<file path="src/hdl/owseq_pkg.sv">
// ----------------------------------------------------------------------------
// owseq_pkg
// Shared types and constants for the 1-Wire ROM command sequencer: item
// structs, command and action codes, operation states and stage codes.
// ----------------------------------------------------------------------------
package owseq_pkg;

   // number of rom id bytes sent after the match rom command (1 to 8)
   localparam logic [3:0] IdBytes = 4'd8;

   // bits per bus byte
   localparam logic [3:0] ByteBits = 4'd8;

   // rom command bytes
   localparam logic [7:0] MatchRomByte = 8'h55;
   localparam logic [7:0] SkipRomByte  = 8'hCC;

   // command codes carried in the input item
   localparam logic [2:0] CMD_MATCH_ROM  = 3'd0;
   localparam logic [2:0] CMD_SKIP_ROM   = 3'd1;
   localparam logic [2:0] CMD_WRITE_BYTE = 3'd2;
   localparam logic [2:0] CMD_READ_BYTE  = 3'd3;
   localparam logic [2:0] CMD_RESET_DONE = 3'd4;
   localparam logic [2:0] CMD_SLOT_DONE  = 3'd5;

   // phases of a match or skip rom sequence
   localparam logic [1:0] STAGE_WAIT_RESET = 2'd0;
   localparam logic [1:0] STAGE_CMD_BYTE   = 2'd1;
   localparam logic [1:0] STAGE_ID_BYTES   = 2'd2;

   // bus actions returned in the result item
   typedef enum logic [2:0] {
      ACT_NONE     = 3'd0,
      ACT_RESET    = 3'd1,
      ACT_WRITE0   = 3'd2,
      ACT_WRITE1   = 3'd3,
      ACT_READ     = 3'd4,
      ACT_COMPLETE = 3'd5
   } act_type;

   // operation in progress
   typedef enum logic [2:0] {
      OP_IDLE  = 3'd0,
      OP_MATCH = 3'd1,
      OP_SKIP  = 3'd2,
      OP_WRITE = 3'd3,
      OP_READ  = 3'd4
   } op_type;

   // input item
   typedef struct packed {
      logic [2:0]  cmd;
      logic [63:0] rom_id;
      logic [7:0]  write_byte;
      logic        read_bit;
   } req_type;

   // result item
   typedef struct packed {
      act_type    action;
      logic [7:0] read_data;
   } rsp_type;

endpackage

</file>
<file path="src/hdl/owseq_in_stage.sv">
// ----------------------------------------------------------------------------
// owseq_in_stage
// Input register of the sequencer. Holds one item and stalls the sender only
// while a held item cannot move on to the result register.
// ----------------------------------------------------------------------------
module owseq_in_stage (
   input  logic               clock,
   input  logic               reset,
   input  logic               req_valid,
   output logic               req_stall,
   input  owseq_pkg::req_type req_data,
   input  logic               advance,
   output logic               item_valid,
   output owseq_pkg::req_type item_data
);

   logic               valid_ff;
   logic               valid_in;
   owseq_pkg::req_type data_ff;
   logic               load;

   // stall only when full and the held item cannot leave
   assign req_stall = valid_ff & ~advance;
   assign load      = req_valid & ~req_stall;

   // occupancy
   always_comb begin
      priority if (load) begin
         valid_in = 1'b1;
      end else if (advance) begin
         valid_in = 1'b0;
      end else begin
         valid_in = valid_ff;
      end
   end

   always_ff @(posedge clock) begin
      if (reset) begin
         valid_ff <= 1'b0;
      end else begin
         valid_ff <= valid_in;
      end
   end

   // item payload
   always_ff @(posedge clock) begin
      if (load) begin
         data_ff <= req_data;
      end
   end

   assign item_valid = valid_ff;
   assign item_data  = data_ff;

endmodule

</file>
<file path="src/hdl/owseq_core.sv">
// ----------------------------------------------------------------------------
// owseq_core
// Sequencer state and the single-pass update: decodes one item against the
// current operation, computes the bus action and advances the state.
// ----------------------------------------------------------------------------
module owseq_core (
   input  logic               clock,
   input  logic               reset,
   input  logic               step,
   input  owseq_pkg::req_type item,
   output owseq_pkg::rsp_type result
);

   owseq_pkg::op_type op_ff, op_in;
   logic [1:0]        stage_ff, stage_in;
   logic [3:0]        bit_pos_ff, bit_pos_in;
   logic [3:0]        id_pos_ff, id_pos_in;
   logic [7:0]        shift_ff, shift_in;
   logic [7:0]        acc_ff, acc_in;
   logic [63:0]       id_ff, id_in;

   logic              is_idle;
   logic              is_rom;
   logic              start_ok;
   logic              reset_ok;
   logic              slot_read;
   logic              slot_send;
   logic              byte_done;
   logic              read_last;
   logic              id_more;
   logic [3:0]        bit_pos_inc;
   logic [3:0]        eff_id_pos;
   logic [7:0]        id_byte;
   logic [7:0]        cmd_byte;
   logic [7:0]        acc_bit;
   logic              send_bit;

   // event decode
   assign is_idle   = (op_ff == owseq_pkg::OP_IDLE);
   assign is_rom    = (op_ff == owseq_pkg::OP_MATCH) || (op_ff == owseq_pkg::OP_SKIP);
   assign start_ok  = is_idle && (item.cmd == owseq_pkg::CMD_MATCH_ROM ||
                      item.cmd == owseq_pkg::CMD_SKIP_ROM ||
                      item.cmd == owseq_pkg::CMD_WRITE_BYTE ||
                      item.cmd == owseq_pkg::CMD_READ_BYTE);
   assign reset_ok  = (item.cmd == owseq_pkg::CMD_RESET_DONE) && is_rom &&
                      (stage_ff == owseq_pkg::STAGE_WAIT_RESET);
   assign slot_read = (item.cmd == owseq_pkg::CMD_SLOT_DONE) &&
                      (op_ff == owseq_pkg::OP_READ);
   assign slot_send = (item.cmd == owseq_pkg::CMD_SLOT_DONE) &&
                      ((op_ff == owseq_pkg::OP_WRITE) ||
                       (is_rom && stage_ff != owseq_pkg::STAGE_WAIT_RESET));

   // bit and byte bookkeeping
   assign bit_pos_inc = bit_pos_ff + 4'd1;
   assign byte_done   = (bit_pos_ff >= owseq_pkg::ByteBits);
   assign read_last   = (bit_pos_inc >= owseq_pkg::ByteBits);
   assign send_bit    = shift_ff[bit_pos_ff[2:0]];
   assign acc_bit     = acc_ff | ({7'd0, item.read_bit} << bit_pos_ff[2:0]);

   // id byte selection; the first id byte follows the command byte
   assign eff_id_pos = (stage_ff == owseq_pkg::STAGE_CMD_BYTE) ? 4'd0 : id_pos_ff;
   assign id_more    = (eff_id_pos < owseq_pkg::IdBytes) && (eff_id_pos < 4'd8);
   assign id_byte    = id_ff[{eff_id_pos[2:0], 3'b000} +: 8];
   assign cmd_byte   = (op_ff == owseq_pkg::OP_MATCH) ? owseq_pkg::MatchRomByte
                                                      : owseq_pkg::SkipRomByte;

   // next state
   always_comb begin
      op_in      = op_ff;
      stage_in   = stage_ff;
      bit_pos_in = bit_pos_ff;
      id_pos_in  = id_pos_ff;
      shift_in   = shift_ff;
      acc_in     = acc_ff;
      id_in      = id_ff;
      if (step) begin
         priority if (start_ok) begin
            unique case (item.cmd)
               owseq_pkg::CMD_MATCH_ROM: begin
                  op_in    = owseq_pkg::OP_MATCH;
                  stage_in = owseq_pkg::STAGE_WAIT_RESET;
                  id_in    = item.rom_id;
               end
               owseq_pkg::CMD_SKIP_ROM: begin
                  op_in    = owseq_pkg::OP_SKIP;
                  stage_in = owseq_pkg::STAGE_WAIT_RESET;
               end
               owseq_pkg::CMD_WRITE_BYTE: begin
                  op_in      = owseq_pkg::OP_WRITE;
                  shift_in   = item.write_byte;
                  bit_pos_in = 4'd1;
               end
               owseq_pkg::CMD_READ_BYTE: begin
                  op_in      = owseq_pkg::OP_READ;
                  acc_in     = 8'd0;
                  bit_pos_in = 4'd0;
               end
               default: begin
               end
            endcase
         end else if (reset_ok) begin
            stage_in   = owseq_pkg::STAGE_CMD_BYTE;
            shift_in   = cmd_byte;
            bit_pos_in = 4'd1;
         end else if (slot_read) begin
            acc_in     = acc_bit;
            bit_pos_in = bit_pos_inc;
            if (read_last) begin
               op_in = owseq_pkg::OP_IDLE;
            end
         end else if (slot_send) begin
            priority if (!byte_done) begin
               bit_pos_in = bit_pos_inc;
            end else if (op_ff == owseq_pkg::OP_MATCH && id_more) begin
               stage_in   = owseq_pkg::STAGE_ID_BYTES;
               id_pos_in  = eff_id_pos + 4'd1;
               shift_in   = id_byte;
               bit_pos_in = 4'd1;
            end else begin
               op_in    = owseq_pkg::OP_IDLE;
               stage_in = owseq_pkg::STAGE_WAIT_RESET;
            end
         end else begin
         end
      end
   end

   // result item
   always_comb begin
      result.action    = owseq_pkg::ACT_NONE;
      result.read_data = 8'd0;
      priority if (start_ok) begin
         unique case (item.cmd)
            owseq_pkg::CMD_MATCH_ROM,
            owseq_pkg::CMD_SKIP_ROM:   result.action = owseq_pkg::ACT_RESET;
            owseq_pkg::CMD_WRITE_BYTE: result.action = item.write_byte[0] ?
                                          owseq_pkg::ACT_WRITE1 : owseq_pkg::ACT_WRITE0;
            owseq_pkg::CMD_READ_BYTE:  result.action = owseq_pkg::ACT_READ;
            default:                   result.action = owseq_pkg::ACT_NONE;
         endcase
      end else if (reset_ok) begin
         result.action = cmd_byte[0] ? owseq_pkg::ACT_WRITE1 : owseq_pkg::ACT_WRITE0;
      end else if (slot_read) begin
         if (read_last) begin
            result.action    = owseq_pkg::ACT_COMPLETE;
            result.read_data = acc_bit;
         end else begin
            result.action = owseq_pkg::ACT_READ;
         end
      end else if (slot_send) begin
         priority if (!byte_done) begin
            result.action = send_bit ? owseq_pkg::ACT_WRITE1 : owseq_pkg::ACT_WRITE0;
         end else if (op_ff == owseq_pkg::OP_MATCH && id_more) begin
            result.action = id_byte[0] ? owseq_pkg::ACT_WRITE1 : owseq_pkg::ACT_WRITE0;
         end else begin
            result.action = owseq_pkg::ACT_COMPLETE;
         end
      end else begin
      end
   end

   // control state
   always_ff @(posedge clock) begin
      if (reset) begin
         op_ff      <= owseq_pkg::OP_IDLE;
         stage_ff   <= owseq_pkg::STAGE_WAIT_RESET;
         bit_pos_ff <= 4'd0;
         id_pos_ff  <= 4'd0;
         shift_ff   <= 8'd0;
         acc_ff     <= 8'd0;
      end else begin
         op_ff      <= op_in;
         stage_ff   <= stage_in;
         bit_pos_ff <= bit_pos_in;
         id_pos_ff  <= id_pos_in;
         shift_ff   <= shift_in;
         acc_ff     <= acc_in;
      end
   end

   // latched rom id, written at every match start
   always_ff @(posedge clock) begin
      id_ff <= id_in;
   end

`ifndef SYNTHESIS
   a_bit_pos_range: assert property (@(posedge clock) disable iff (reset)
      bit_pos_ff <= owseq_pkg::ByteBits)
      else $error("bit position beyond one byte");

   a_id_pos_range: assert property (@(posedge clock) disable iff (reset)
      id_pos_ff <= owseq_pkg::IdBytes)
      else $error("id byte position beyond id length");

   a_id_stage_match: assert property (@(posedge clock) disable iff (reset)
      stage_ff == owseq_pkg::STAGE_ID_BYTES |-> op_ff == owseq_pkg::OP_MATCH)
      else $error("id stage outside match rom");

   a_complete_idle: assert property (@(posedge clock) disable iff (reset)
      step && result.action == owseq_pkg::ACT_COMPLETE |=> op_ff == owseq_pkg::OP_IDLE)
      else $error("not idle after completion");
`endif

endmodule

</file>
<file path="src/hdl/owseq_out_stage.sv">
// ----------------------------------------------------------------------------
// owseq_out_stage
// Result register. Takes a new result whenever it is empty or its current
// result is being taken, so the input side keeps moving.
// ----------------------------------------------------------------------------
module owseq_out_stage (
   input  logic               clock,
   input  logic               reset,
   input  logic               step,
   input  owseq_pkg::rsp_type result,
   output logic               ready,
   output logic               rsp_valid,
   input  logic               rsp_stall,
   output owseq_pkg::rsp_type rsp_data
);

   logic               valid_ff;
   logic               valid_in;
   owseq_pkg::rsp_type data_ff;

   // free when empty or when the held result leaves this cycle
   assign ready = ~valid_ff | ~rsp_stall;

   // occupancy
   always_comb begin
      priority if (step) begin
         valid_in = 1'b1;
      end else if (ready) begin
         valid_in = 1'b0;
      end else begin
         valid_in = valid_ff;
      end
   end

   always_ff @(posedge clock) begin
      if (reset) begin
         valid_ff <= 1'b0;
      end else begin
         valid_ff <= valid_in;
      end
   end

   // result payload
   always_ff @(posedge clock) begin
      if (step) begin
         data_ff <= result;
      end
   end

   assign rsp_valid = valid_ff;
   assign rsp_data  = data_ff;

endmodule

</file>
<file path="src/hdl/onewire_rom_command_sequencer.sv">
// ----------------------------------------------------------------------------
// onewire_rom_command_sequencer
// Byte and ROM command layer of a 1-Wire bus master.
// ----------------------------------------------------------------------------
// Usage:
//   req_ channel: one item per command or bus event (start match rom, start
//   skip rom, write byte, read byte, reset done, slot done with the sampled
//   bit). rsp_ channel: exactly one item per request, giving the next bus
//   action (none, reset pulse, write-0, write-1, read slot, complete) and the
//   assembled byte when a read completes.
//   Throughput: one item per cycle while rsp_stall is low; the input
//   register feeds one short decode and update pass straight into the
//   result register.
//   The result register frees itself whenever its item is taken, so a held
//   result does not block a new request while rsp_stall is low.
//   When the receiver raises rsp_stall, the result holds, the input register
//   holds one more item, and req_stall rises once both are full.
//   Reset (synchronous) empties both registers and returns the sequencer to
//   idle; no clearing pass is needed.
// ----------------------------------------------------------------------------
module onewire_rom_command_sequencer (
   input  logic               clock,
   input  logic               reset,
   input  logic               req_valid,
   output logic               req_stall,
   input  owseq_pkg::req_type req_data,
   output logic               rsp_valid,
   input  logic               rsp_stall,
   output owseq_pkg::rsp_type rsp_data
);

   logic               item_valid;
   owseq_pkg::req_type item_data;
   logic               ready;
   logic               step;
   owseq_pkg::rsp_type result;

   // an item moves to the result register when that register is free
   assign step = item_valid & ready;

   owseq_in_stage u_in_stage (
      .clock      (clock),
      .reset      (reset),
      .req_valid  (req_valid),
      .req_stall  (req_stall),
      .req_data   (req_data),
      .advance    (ready),
      .item_valid (item_valid),
      .item_data  (item_data)
   );

   owseq_core u_core (
      .clock  (clock),
      .reset  (reset),
      .step   (step),
      .item   (item_data),
      .result (result)
   );

   owseq_out_stage u_out_stage (
      .clock     (clock),
      .reset     (reset),
      .step      (step),
      .result    (result),
      .ready     (ready),
      .rsp_valid (rsp_valid),
      .rsp_stall (rsp_stall),
      .rsp_data  (rsp_data)
   );

endmodule

</file>
<file path="config.mk">
export PLATFORM = sky130hd
export DESIGN_NAME = onewire_rom_command_sequencer
export DESIGN_NICKNAME = d
export VERILOG_FILES = /design/src/hdl/owseq_pkg.sv /design/src/hdl/owseq_in_stage.sv /design/src/hdl/owseq_core.sv /design/src/hdl/owseq_out_stage.sv /design/src/hdl/onewire_rom_command_sequencer.sv
export SDC_FILE = /design/constraint.sdc
export NUM_CORES = 1
export LEC_CHECK = 0
export BUFFER_PORTS_ARGS = -buffer_cell sky130_fd_sc_hd__buf_2
export CAP_MARGIN = 20
export CORE_ASPECT_RATIO = 2
export CORE_MARGIN = 5
export CORE_UTILIZATION = 55
export CTS_BUF_LIST = sky130_fd_sc_hd__clkbuf_2 sky130_fd_sc_hd__clkbuf_4 sky130_fd_sc_hd__clkbuf_8
export DETAILED_ROUTE_END_ITERATION = 16
export GPL_TIMING_DRIVEN = 0
export PLACE_DENSITY_LB_ADDON = 0.3
export SLEW_MARGIN = 40
export SYNTH_ARGS = -nofsm -noshare
export SYNTH_HDL_FRONTEND = slang
export SYNTH_SLANG_ARGS = --single-unit
</file>
<file path="constraint.sdc">
create_clock -name clock -period 10.5 [get_ports clock]
set_clock_uncertainty 0.05 [all_clocks]
set_input_delay 1.05 -clock clock [delete_from_list [all_inputs] [get_ports clock]]
set_output_delay 1.05 -clock clock [all_outputs]
set_load 0.02 [all_outputs]
</file>
==> summary.txt, run 1 <==
Net Sw Frac - 0.241
Post-route ant nets - 0
# setup viols final - 0
Buffers on Ports - 92
Met2 wire length - 7650 um
Slew Viols, Final - 0
DR vias - 4234
Post-DP Area - 0.00783 mm2
Final period util - 0.382
Reg area - 0.00515 mm2
Hold Crit Start - u_in_stage.item_data[31]
Logic pwr share - 0.048
DR top layer - met4
Pre-antenna DRT Iters - 6
Post-synthesis simple-gate area fraction - 0.0860
DR iter-0 viols - 262
Crit path DAT - 4.13 ns
Slew HR - 0.461
Power share of the clock group - 0.343
Fillers - 908
Synth warnings - 0
Antenna violations before repair - 0
Boundary Pins - 93
Chip width - 90.0 um
Max VDD drop - 0.160 mV
Asr flop ratio synth - 0
Pwr per Cell Area - 163 mW/mm2
Hold-fix buffers, CTS - 0
Pin count of the biggest net entering global routing - 24
Layout area overhead - 16.9%
Initial cell density of the core - 0.561
Prevailing post-synth register cell - edfxtp_1
R2R Path End - u_core.id_ff[53]
DP HPWL - 10400 um
WL met3 - 620 um
Final Wtd Congestion - 0.874
Final Hold Vio Count - 0
Die Ht - 170 um
Drt total wl - 13500 um
Htree depth - 4
Number of flops mapped to enable cells by yosys - 151
Vias in the first global route - 4509
Gr ovfl total - 0
Mapped Cells - 460
Distinct cells, synth - 56
First-pass GRT wire length - 21900 um
Crit end category - flip-flop
GRT Total Usage - 0.185
Cell Rows - 58
Psw - 0.323 mW
Adder-Cell Fraction of Synth Area - 0.00355
Worst-skew pair later-pin latency - 0.45 ns
Proportion of synthesized area in mux cells - 0.0531
Hold depth - 0
Status - finished clean
CTS tree - built
Synth Cell Area - 0.00705 mm2
Hold path endpoint - u_core.id_ff[22]
Lkg Pwr - 2.92 nW
Residual DRC - 0
Syn Nets - 542
Largest family of logic cells by synthesized area - compound AO/OA/AOI/OAI gates
Clock Pin Slew Worst Setup and Hold Paths - 0.10 ns
Multi-input gate area in the final layout - 0.00178 mm2
N_diodes - 0
Worst EP required - 10.62 ns
Post-synthesis sequential area ratio - 0.732
Critical R2R Launch - u_core.op_ff[1]
Wire length on met1 - 4490 um
FMAX - 0.249 GHz
Nets@finish - 668
Post-CTS sizing - 0
Layout cell share with drive strength beyond 1 - 0.295
Core Box Area - 0.0126 mm2
RSZ-0062 raised after global routing - false
Clock Tree Buf Depth - 2
Total CTS buffers - 17
Synth Area in Compound Gates - 0.104
R2R Setup Slk - 6.49 ns
Final Cell Area - 0.00823 mm2
Max_cap viols - 0
Hold Crit Class - flip-flop to flip-flop
P_int - 1.02 mW
Sequential group share of total power - 0.609
Slew @ Worst Pin - 0.808 ns
DR WL/cell - 18.0 um
Startpoint types - flip-flop
CP Max Fanout - 9
Via density - 5.65
Synth Area in XOR/XNOR - 0.00249
Root buf cell - clkbuf_8
Final Critical Period - 4.01 ns
Number of setup buffers added after CTS - 0
WS Path Type - flip-flop to flip-flop
TNS Setup - 0 ns
Die area - 0.0153 mm2
Yosys reg bits - 182
Syn_area_per_cell - 15.3 um2
CTS Sinks - 182
R2R cell count - 13
-- per-stage QoR --
stage / total power, mW / hold slack, ns / setup WS, ns / std cells / util
after global routing: 1.39 / 0.377 / 6.20 / 749 / 0.656
after floorplan: 0.865 / 0.350 / 2.48 / 460 / -
after global placement: 0.893 / 0.352 / 0.556 / 702 / 0.613
after detailed placement: 0.898 / 0.355 / 6.16 / 717 / 0.624
after CTS: 1.35 / 0.377 / 6.44 / 749 / 0.656
final: 1.34 / 0.373 / 6.49 / 749 / 0.656
-- cell families (layout without fill, tap and decap cells) --
group           after synthesis  after routing
flops                       182            182
mux                          24             24
xor+xnor                      2              2
simple gates                115            115
buf+inv                      29            168
fa+ha+maj                     2              2
compound gates              106            106
-- metal layers --
layer	global-route usage	vias to the layer above
met4	0.121	0
met5	0	-
met2	0.340	145
met3	0.0442	47
li1	-	2028
met1	0.180	2014
-- cell type report --
cell class	instances	area share
inverters	5	0.00228
clock buffers	17	0.0284
multi-input cells	249	0.216
flip-flops and latches	182	0.626
plain buffers	24	0.0141
repair buffers	107	0.0702
clock inverters	15	0.0202
well taps	150	0.0228
-- worst max-delay path by stage --
stage / startpoint / end / slack (ns) / depth (start not counted)
floorplan: rsp_stall / u_core.id_ff[0] / 2.48 / 3
global placement: rsp_stall / u_core.id_ff[34] / 0.56 / 4
detailed placement: rsp_stall / u_core.id_ff[41] / 6.16 / 13
CTS: u_core.op_ff[0] / u_core.id_ff[53] / 6.44 / 13
global route: u_core.op_ff[1] / u_core.id_ff[53] / 6.20 / 13
finish: u_core.op_ff[1] / u_core.id_ff[53] / 6.49 / 13
-- power by group through the flow --
stage | clock network [mW] | logic, mW | registers (mW)
2_1_floorplan | 0 | 0.0310 | 0.834
3_3_place_gp | 0 | 0.0585 | 0.834
3_5_place_dp | 0 | 0.0650 | 0.833
4_1_cts | 0.470 | 0.0650 | 0.816
5_1_grt | 0.501 | 0.0699 | 0.819
6_report | 0.459 | 0.0646 | 0.816
-- synthesized netlist by cell type (all sizes together) (2+ instances only) --
cell,count,area share
and2,3,0.0027
a31oi,6,0.0062
mux2,7,0.011
mux2i,7,0.0099
o21ai,13,0.0092
nor2,36,0.020
nand2,24,0.013
mux4,10,0.032
o211ai,5,0.0053
a21oi,30,0.023
and4,2,0.0025
o21a,19,0.020
edfxtp,151,0.64
nand2b,11,0.0098
ha,2,0.0036
a21o,2,0.0021
o221a,2,0.0032
nor3b,3,0.0032
nor4,3,0.0057
clkbuf,12,0.0064
a211oi,12,0.013
nand3b,2,0.0021
nand3,9,0.0064
inv,5,0.0027
o221ai,5,0.0062
nor2b,11,0.0098
o32ai,2,0.0025
dfxtp,31,0.088
buf,12,0.010
nor3,6,0.0043
-- registers in the layout, indices dropped and copies added, names as in the netlist --
name,flops
u_core.op_ff,3
u_core.id_ff,64
u_core.id_pos_ff,4
u_in_stage.item_valid,1
u_in_stage.item_data,76
u_core.bit_pos_ff,4
u_out_stage.rsp_data,11
u_out_stage.rsp_valid,1
u_core.shift_ff,8
u_core.acc_ff,8
u_core.stage_ff,2
-- worst max-delay path, cell delays in order, from the launching register on --
cell	delay (ns)
dfxtp_1	0.31
buf_2	0.17
or4_1	0.50
clkbuf_1	0.26
nor4_2	0.52
buf_2	0.29
buf_2	0.21
buf_2	0.20
buf_2	0.19
buf_2	0.20
buf_2	0.20
buf_2	0.22
buf_2	0.20
buf_2	0.19
-- cells in the final DEF (no fill, tap or decap), types with 2 or more instances in the layout --
cell | netlist | routed
inv_8 | 0 | 4
a21o_1 | 2 | 2
edfxtp_1 | 151 | 151
and4_1 | 2 | 2
inv_6 | 0 | 5
clkinv_8 | 0 | 3
inv_1 | 5 | 5
nor2b_1 | 11 | 10
mux2_2 | 7 | 7
a21oi_1 | 29 | 29
o21a_1 | 19 | 19
clkbuf_1 | 12 | 12
nor3b_1 | 3 | 3
nand2b_1 | 11 | 11
o32ai_1 | 2 | 2
mux2i_1 | 7 | 7
o21ai_0 | 13 | 13
and2_0 | 2 | 2
a211oi_1 | 12 | 12
nor2_1 | 35 | 35
mux4_2 | 10 | 10
buf_2 | 6 | 110
o221ai_1 | 5 | 5
nand2_1 | 24 | 24
o211ai_1 | 5 | 5
buf_6 | 2 | 2
nor4_4 | 1 | 2
buf_1 | 3 | 3
nand3b_1 | 2 | 2
nand3_1 | 9 | 9
a31oi_1 | 5 | 5
ha_1 | 2 | 2
o221a_2 | 2 | 2
nor3_1 | 6 | 6
clkbuf_8 | 0 | 17
dfxtp_1 | 31 | 31
buf_8 | 0 | 2
Power figures use the tool's default switching activity.
==> inputs of run 2 (changes only) <==
Clock period 10.5 ns to 3.7 ns, I/O delays scaled along.
==> run 2 against run 1 <==
Net effect:
- global-route usage fell by 0.27 points
- via count fell by 0.57%
- hold slack got worse by 0.34 ns
- maximum frequency rose by 26%
- first-iteration DRC count fell by 13%
- die area did not move
- cell area rose by 0.58%
- worst setup slack got worse by 6.0 ns
- critical path depth fell by 2
- register-to-register slack got worse by 6.0 ns
==> summary.txt, run 2 (synthesis gave the netlist of run 1 again) <==
# setup viols final - 0 (unchanged)
CTS Sinks - 182 (unchanged)
Cell Rows - 58 (unchanged)
GRT Total Usage - 0.182 (-0.00273)
First-pass GRT wire length - 21700 um (-0.66%)
Multi-input gate area in the final layout - 0.00179 mm2 (+0.70%)
Boundary Pins - 93 (unchanged)
Root buf cell - clkbuf_8
Clock Tree Buf Depth - 2 (unchanged)
Final Critical Period - 3.19 ns (-0.821 ns)
Core Box Area - 0.0126 mm2 (unchanged)
Startpoint types - flip-flop
Via density - 5.64 (-0.17%)
CTS tree - built
Status - finished clean
R2R cell count - 11 (-2)
Critical R2R Launch - u_core.op_ff[0]
FMAX - 0.313 GHz (+26%)
Initial cell density of the core - 0.561 (unchanged)
Total power - 3.80 mW (+180%)
Crit end category - flip-flop
Commonest cells after routing, fill and taps aside - edfxtp_1 (151), buf_2 (98), nor2_1 (35)
Worst-skew pair later-pin latency - 0.45 ns (about the same)
Clock Pin Slew Worst Setup and Hold Paths - 0.11 ns (about the same)
R2R Path End - u_core.id_ff[33]
Post-route ant nets - 0 (unchanged)
Most common cell after layout, fill and taps aside - edfxtp_1
DP HPWL - 10300 um (-1.2%)
Reg area - 0.00515 mm2 (unchanged)
Hold Crit Start - req_data[28]
Die Ht - 170 um (unchanged)
Slew Viols, Final - 0 (unchanged)
R2R Setup Slk - 0.51 ns (-5.98 ns)
Die area - 0.0153 mm2 (unchanged)
Final Wtd Congestion - 0.892 (+2.1%)
TNS Setup - 0 ns (unchanged)
Max reg flops - 76 (unchanged)
Worst EP required - 3.81 ns (-6.81 ns)
Gr ovfl total - 0 (unchanged)
Htree depth - 4 (unchanged)
DR vias - 4210 (-0.57%)
Nets@finish - 665 (-0.45%)
CP max stage cell - or4_1
RSZ-0062 raised after global routing - false
DR WL/cell - 18.2 um (+0.74%)
Pwr per Cell Area - 458 mW/mm2 (+180%)
Hold path endpoint - u_in_stage.item_data[28]
Max VDD drop - 0.456 mV (+190%)
Cell family with the largest share of critical-path delay - buffers and inverters
Vias in the first global route - 4461 (-1.1%)
DR iter-0 viols - 227 (-13%)
Slew HR - 0.503 (+0.0416)
Crit-path cells - buf_4, or4_1, clkbuf_1, nor4_4, buf_4, buf_4, buf_6, buf_4, buf_4, buf_4, buf_6
CP bufs+invs - 9 (-2)
Residual DRC - 0 (unchanged)
Lkg Pwr - 2.90 nW (-0.49%)
Hold Crit Class - input pin to flip-flop
Antenna violations before repair - 0 (unchanged)
Pin count of the biggest net entering global routing - 24 (unchanged)
CP max stage delay - 0.51 ns (about the same)
Total CTS buffers - 17 (unchanged)
Buffers on Ports - 92 (unchanged)
Most used cell, CP - buf_4
Utilization after layout - 0.660 (+0.00379)
Slew @ Worst Pin - 0.738 ns (-0.0704 ns)
Max_cap viols - 0 (unchanged)
Drt total wl - 13600 um (+0.33%)
Final Hold Vio Count - 0 (unchanged)
Fillers - 900 (-0.88%)
Pre-antenna DRT Iters - 4 (-2)
Layout cell share with drive strength beyond 1 - 0.290 (-0.00522)
CP Max Fanout - 11 (+2)
Hold depth - 1 (+1)
Layout area overhead - 17.5%
Final period util - 0.862 (+0.480)
Crit path DAT - 3.30 ns (-0.83 ns)
Chip width - 90.0 um (unchanged)
WS Path Type - flip-flop to flip-flop
Number of setup buffers added after CTS - 0 (unchanged)
N_diodes - 0 (unchanged)
## run 2: changes by cell type in the layout (fill, tap and decap cells not counted), sizes merged
| cell | delta |
|---|---|
| buf | -5 |
| clkinv | +4 |
| dlygate4sd3 | +2 |
| inv | -4 |
## run 2: stage by stage
| stage | instances | hold WS [ns] | worst slack (ns) | area [um2] |
|---|---|---|---|---|
| finish | 746 | 0.0363 | 0.509 | 8280 |
| global route | 746 | 0.0000944 | 0.317 | 8280 |
| CTS | 744 | 0.00553 | 0.475 | 8260 |
| detailed placement | 712 | 0.355 | 0.516 | 7840 |
| global placement | 702 | 0.351 | -0.667 | 7710 |
| floorplan | 460 | 0.350 | 0.0283 | 7060 |
## run 2: timing repair
action,in CTS,in global routing
gates resized for setup,0,0
hold buffers,0,2
endpoints found under the hold margin,0,2
## run 2: cell type report
cell class,instances,share of cell area
buffer,24,0.0141
clock buffer,17,0.0283
clock inverter,15,0.0219
inverter,5,0.00227
multi-input combinational,249,0.216
sequential,182,0.622
tap,150,0.0227
timing repair buffer,104,0.0722
## run 2: how the worst max path moves through the flow
stage	from	end	slack, ns	depth (start not counted)
finish	u_core.op_ff[0]	u_core.id_ff[33]	0.51	11
global route	u_core.op_ff[1]	u_core.id_ff[33]	0.32	11
CTS	u_core.op_ff[0]	u_core.id_ff[33]	0.48	11
detailed placement	u_core.op_ff[0]	u_core.id_ff[42]	0.52	11
global placement	u_core.op_ff[0]	u_core.id_ff[34]	-0.67	4
floorplan	u_core.op_ff[0]	u_core.id_ff[0]	0.03	4
## run 2: power breakdown
group / leakage [nW] / internal, mW / switching (mW) / total (mW)
clock: 0.205 / 0.519 / 0.776 / 1.29
sequential: 1.68 / 2.29 / 0.0220 / 2.31
combinational: 1.02 / 0.0772 / 0.110 / 0.188
## run 2: routing by layer
layer  track usage  routed length (um)  up-vias
met1         0.179                4550     2009
met5             0                   0        -
met4         0.110                 664        0
met2         0.341                7790      134
met3        0.0389                 539       40
li1              -                   -     2027
==> inputs of run 3 (changes only) <==
Settings changed: CORE_ASPECT_RATIO 2 to 0.5.
==> run 3 against run 2 <==
Net effect:
- clock power is essentially flat
- largest power group unchanged
- critical path type unchanged
- worst setup slack gained 0.41 ns
- critical path depth shrank 5
- cell count grew 3.1%
- cell area grew 0.45%
- highest routed layer unchanged
==> summary.txt, run 3 (synthesis gave the netlist of run 1 again) <==
Status - finished clean
Worst EP required - 4.05 ns (+0.24 ns)
Slew @ Worst Pin - 0.872 ns (+0.135 ns)
Htree depth - 4 (unchanged)
R2R Path End - u_core.acc_ff[0]
DP HPWL - 9590 um (-6.9%)
Antenna violations before repair - 0 (unchanged)
Core Box Area - 0.0126 mm2 (+0.29%)
Crit-path cells - buf_2, nor3b_1, a21boi_0, nor3_1, a21oi_1, o21a_1
Drt total wl - 13600 um (about the same)
Total CTS buffers - 17 (unchanged)
Nets@finish - 669 (+0.60%)
Post-CTS sizing - 0 (unchanged)
CP Max Fanout - 10 (-1)
Die area - 0.0153 mm2 (unchanged)
FMAX - 0.360 GHz (+15%)
Crit path DAT - 3.12 ns (-0.18 ns)
Final Cell Area - 0.00832 mm2 (+0.45%)
Non-filler cells, final - 769 (+3.1%)
GRT Total Usage - 0.181 (-0.000951)
Final period util - 0.751 (-0.111)
CP bufs+invs - 1 (-8)
Most common cell after layout, fill and taps aside - edfxtp_1
Commonest cells after routing, fill and taps aside - edfxtp_1 (151), buf_2 (98), nor2_1 (35)
Max reg flops - 76 (unchanged)
Vias in the first global route - 4147 (-7.0%)
Root buf cell - clkbuf_8
Final Critical Period - 2.78 ns (-0.411 ns)
First-pass GRT wire length - 21300 um (-1.8%)
CP endpoint - u_core.acc_ff[0]
RSZ-0062 raised after global routing - false
Boundary Pins - 93 (unchanged)
Final Hold Vio Count - 0 (unchanged)
DR WL/cell - 17.6 um (-2.9%)
Cell Rows - 29 (-50%)
CTS Sinks - 182 (unchanged)
Post-DP Area - 0.00788 mm2 (+0.48%)
R2R Setup Slk - 0.92 ns (+0.41 ns)
DR vias - 4312 (+2.4%)
Number of setup buffers added after CTS - 0 (unchanged)
CP max stage cell - a21boi_0
Slew HR - 0.419 (-0.0843)
WS Path Type - flip-flop to flip-flop
Post-route ant nets - 0 (unchanged)
Pin count of the biggest net entering global routing - 24 (unchanged)
Initial cell density of the core - 0.560 (-0.00162)
Max_cap viols - 0 (unchanged)
Chip width - 170 um (+89%)
Layout area overhead - 18.1%
Crit end category - flip-flop
Fillers - 884 (-1.8%)
N_diodes - 0 (unchanged)
Pre-antenna DRT Iters - 6 (+2)
Residual DRC - 0 (unchanged)
DR iter-0 viols - 388 (+71%)
WP depth - 6 (-5)
Slew Viols, Final - 0 (unchanged)
Die Ht - 90.0 um (-47%)
Worst Setup SP - u_core.op_ff[2]
Max VDD drop - 0.312 mV (-32%)
Final Wtd Congestion - 0.864 (-3.2%)
Startpoint types - flip-flop
Via density - 5.61 (-0.64%)
Critical R2R Launch - u_core.op_ff[2]
Placed insts - 732 (+2.8%)
Buffers on Ports - 92 (unchanged)
Clock Pin Slew Worst Setup and Hold Paths - 0.10 ns (about the same)
R2R cell count - 6 (-5)
Gr ovfl total - 0 (unchanged)
Layout cell share with drive strength beyond 1 - 0.287 (-0.00312)
Clock Tree Buf Depth - 2 (unchanged)
Lkg Pwr - 2.91 nW (+0.28%)
Pwr per Cell Area - 456 mW/mm2 (-0.49%)
CP max stage delay - 0.67 ns (+0.16 ns)
CTS tree - built
Cell family with the largest share of critical-path delay - compound AO/OA/AOI/OAI gates
# setup viols final - 0 (unchanged)
Hold Crit Class - input pin to flip-flop
Worst-skew pair later-pin latency - 0.46 ns (about the same)
==> run 3: cell types whose count changed in the layout (fill, tap and decap cells not counted), sizes merged <==
cell         previous run  this run
dlygate4sd3             2         6
clkinvlp                0         2
bufinv                  0         1
clkinv                  9         5
==> run 3: how the worst min path moves through the flow <==
stage,start,to,slack [ns],cells after the start
floorplan,u_in_stage.item_data[9],u_core.id_ff[0],0.35,0
global placement,u_in_stage.item_data[35],u_core.id_ff[26],0.35,0
detailed placement,u_in_stage.item_data[21],u_core.id_ff[12],0.35,0
CTS,req_data[0],u_in_stage.item_data[0],0.003,1
global route,req_data[58],u_in_stage.item_data[58],0.0004,1
finish,req_data[47],u_in_stage.item_data[47],0.03,1
==> run 3: cell type report <==
cell class	count	area, um2	area share
flip-flops and latches	182	5150	0.620
multi-input cells	249	1790	0.215
repair buffers	108	651	0.0782
clock buffers	17	234	0.0281
well taps	170	213	0.0256
clock inverters	14	145	0.0174
plain buffers	24	116	0.0140
inverters	5	18.8	0.00226
==> run 3: what timing repair did <==
item / CTS / global route
setup endpoints to repair: 0 / 0
hold buffers: 0 / 6
endpoints found under the hold margin: 0 / 6
==> run 3: power breakdown <==
| group | switching, mW | total [mW] | internal (mW) |
|---|---|---|---|
| Sequential | 0.0215 | 2.31 | 2.29 |
| Clock | 0.740 | 1.29 | 0.551 |
| Combinational | 0.109 | 0.191 | 0.0816 |
==> run 3: metrics by stage <==
step | total power [mW] | setup WS, ns | hold slack [ns] | setup TNS, ns | util
floorplan | 2.45 | 0.0283 | 0.350 | 0 | -
global placement | 2.53 | -0.796 | 0.352 | -68.05 | 0.614
detailed placement | 2.55 | 1.03 | 0.355 | 0 | 0.626
CTS | 3.82 | 0.995 | 0.00327 | 0 | 0.656
global route | 3.94 | 0.748 | 0.000416 | 0 | 0.661
finish | 3.79 | 0.920 | 0.0337 | 0 | 0.661
==> run 3: per-layer routing <==
metal  global-route usage  vias up  share of wire
met3               0.0469       17          0.069
met1                0.253     2067           0.44
met5                    0        -              0
met2                0.281      188           0.48
met4               0.0565        0          0.013
li1                     -     2040              -
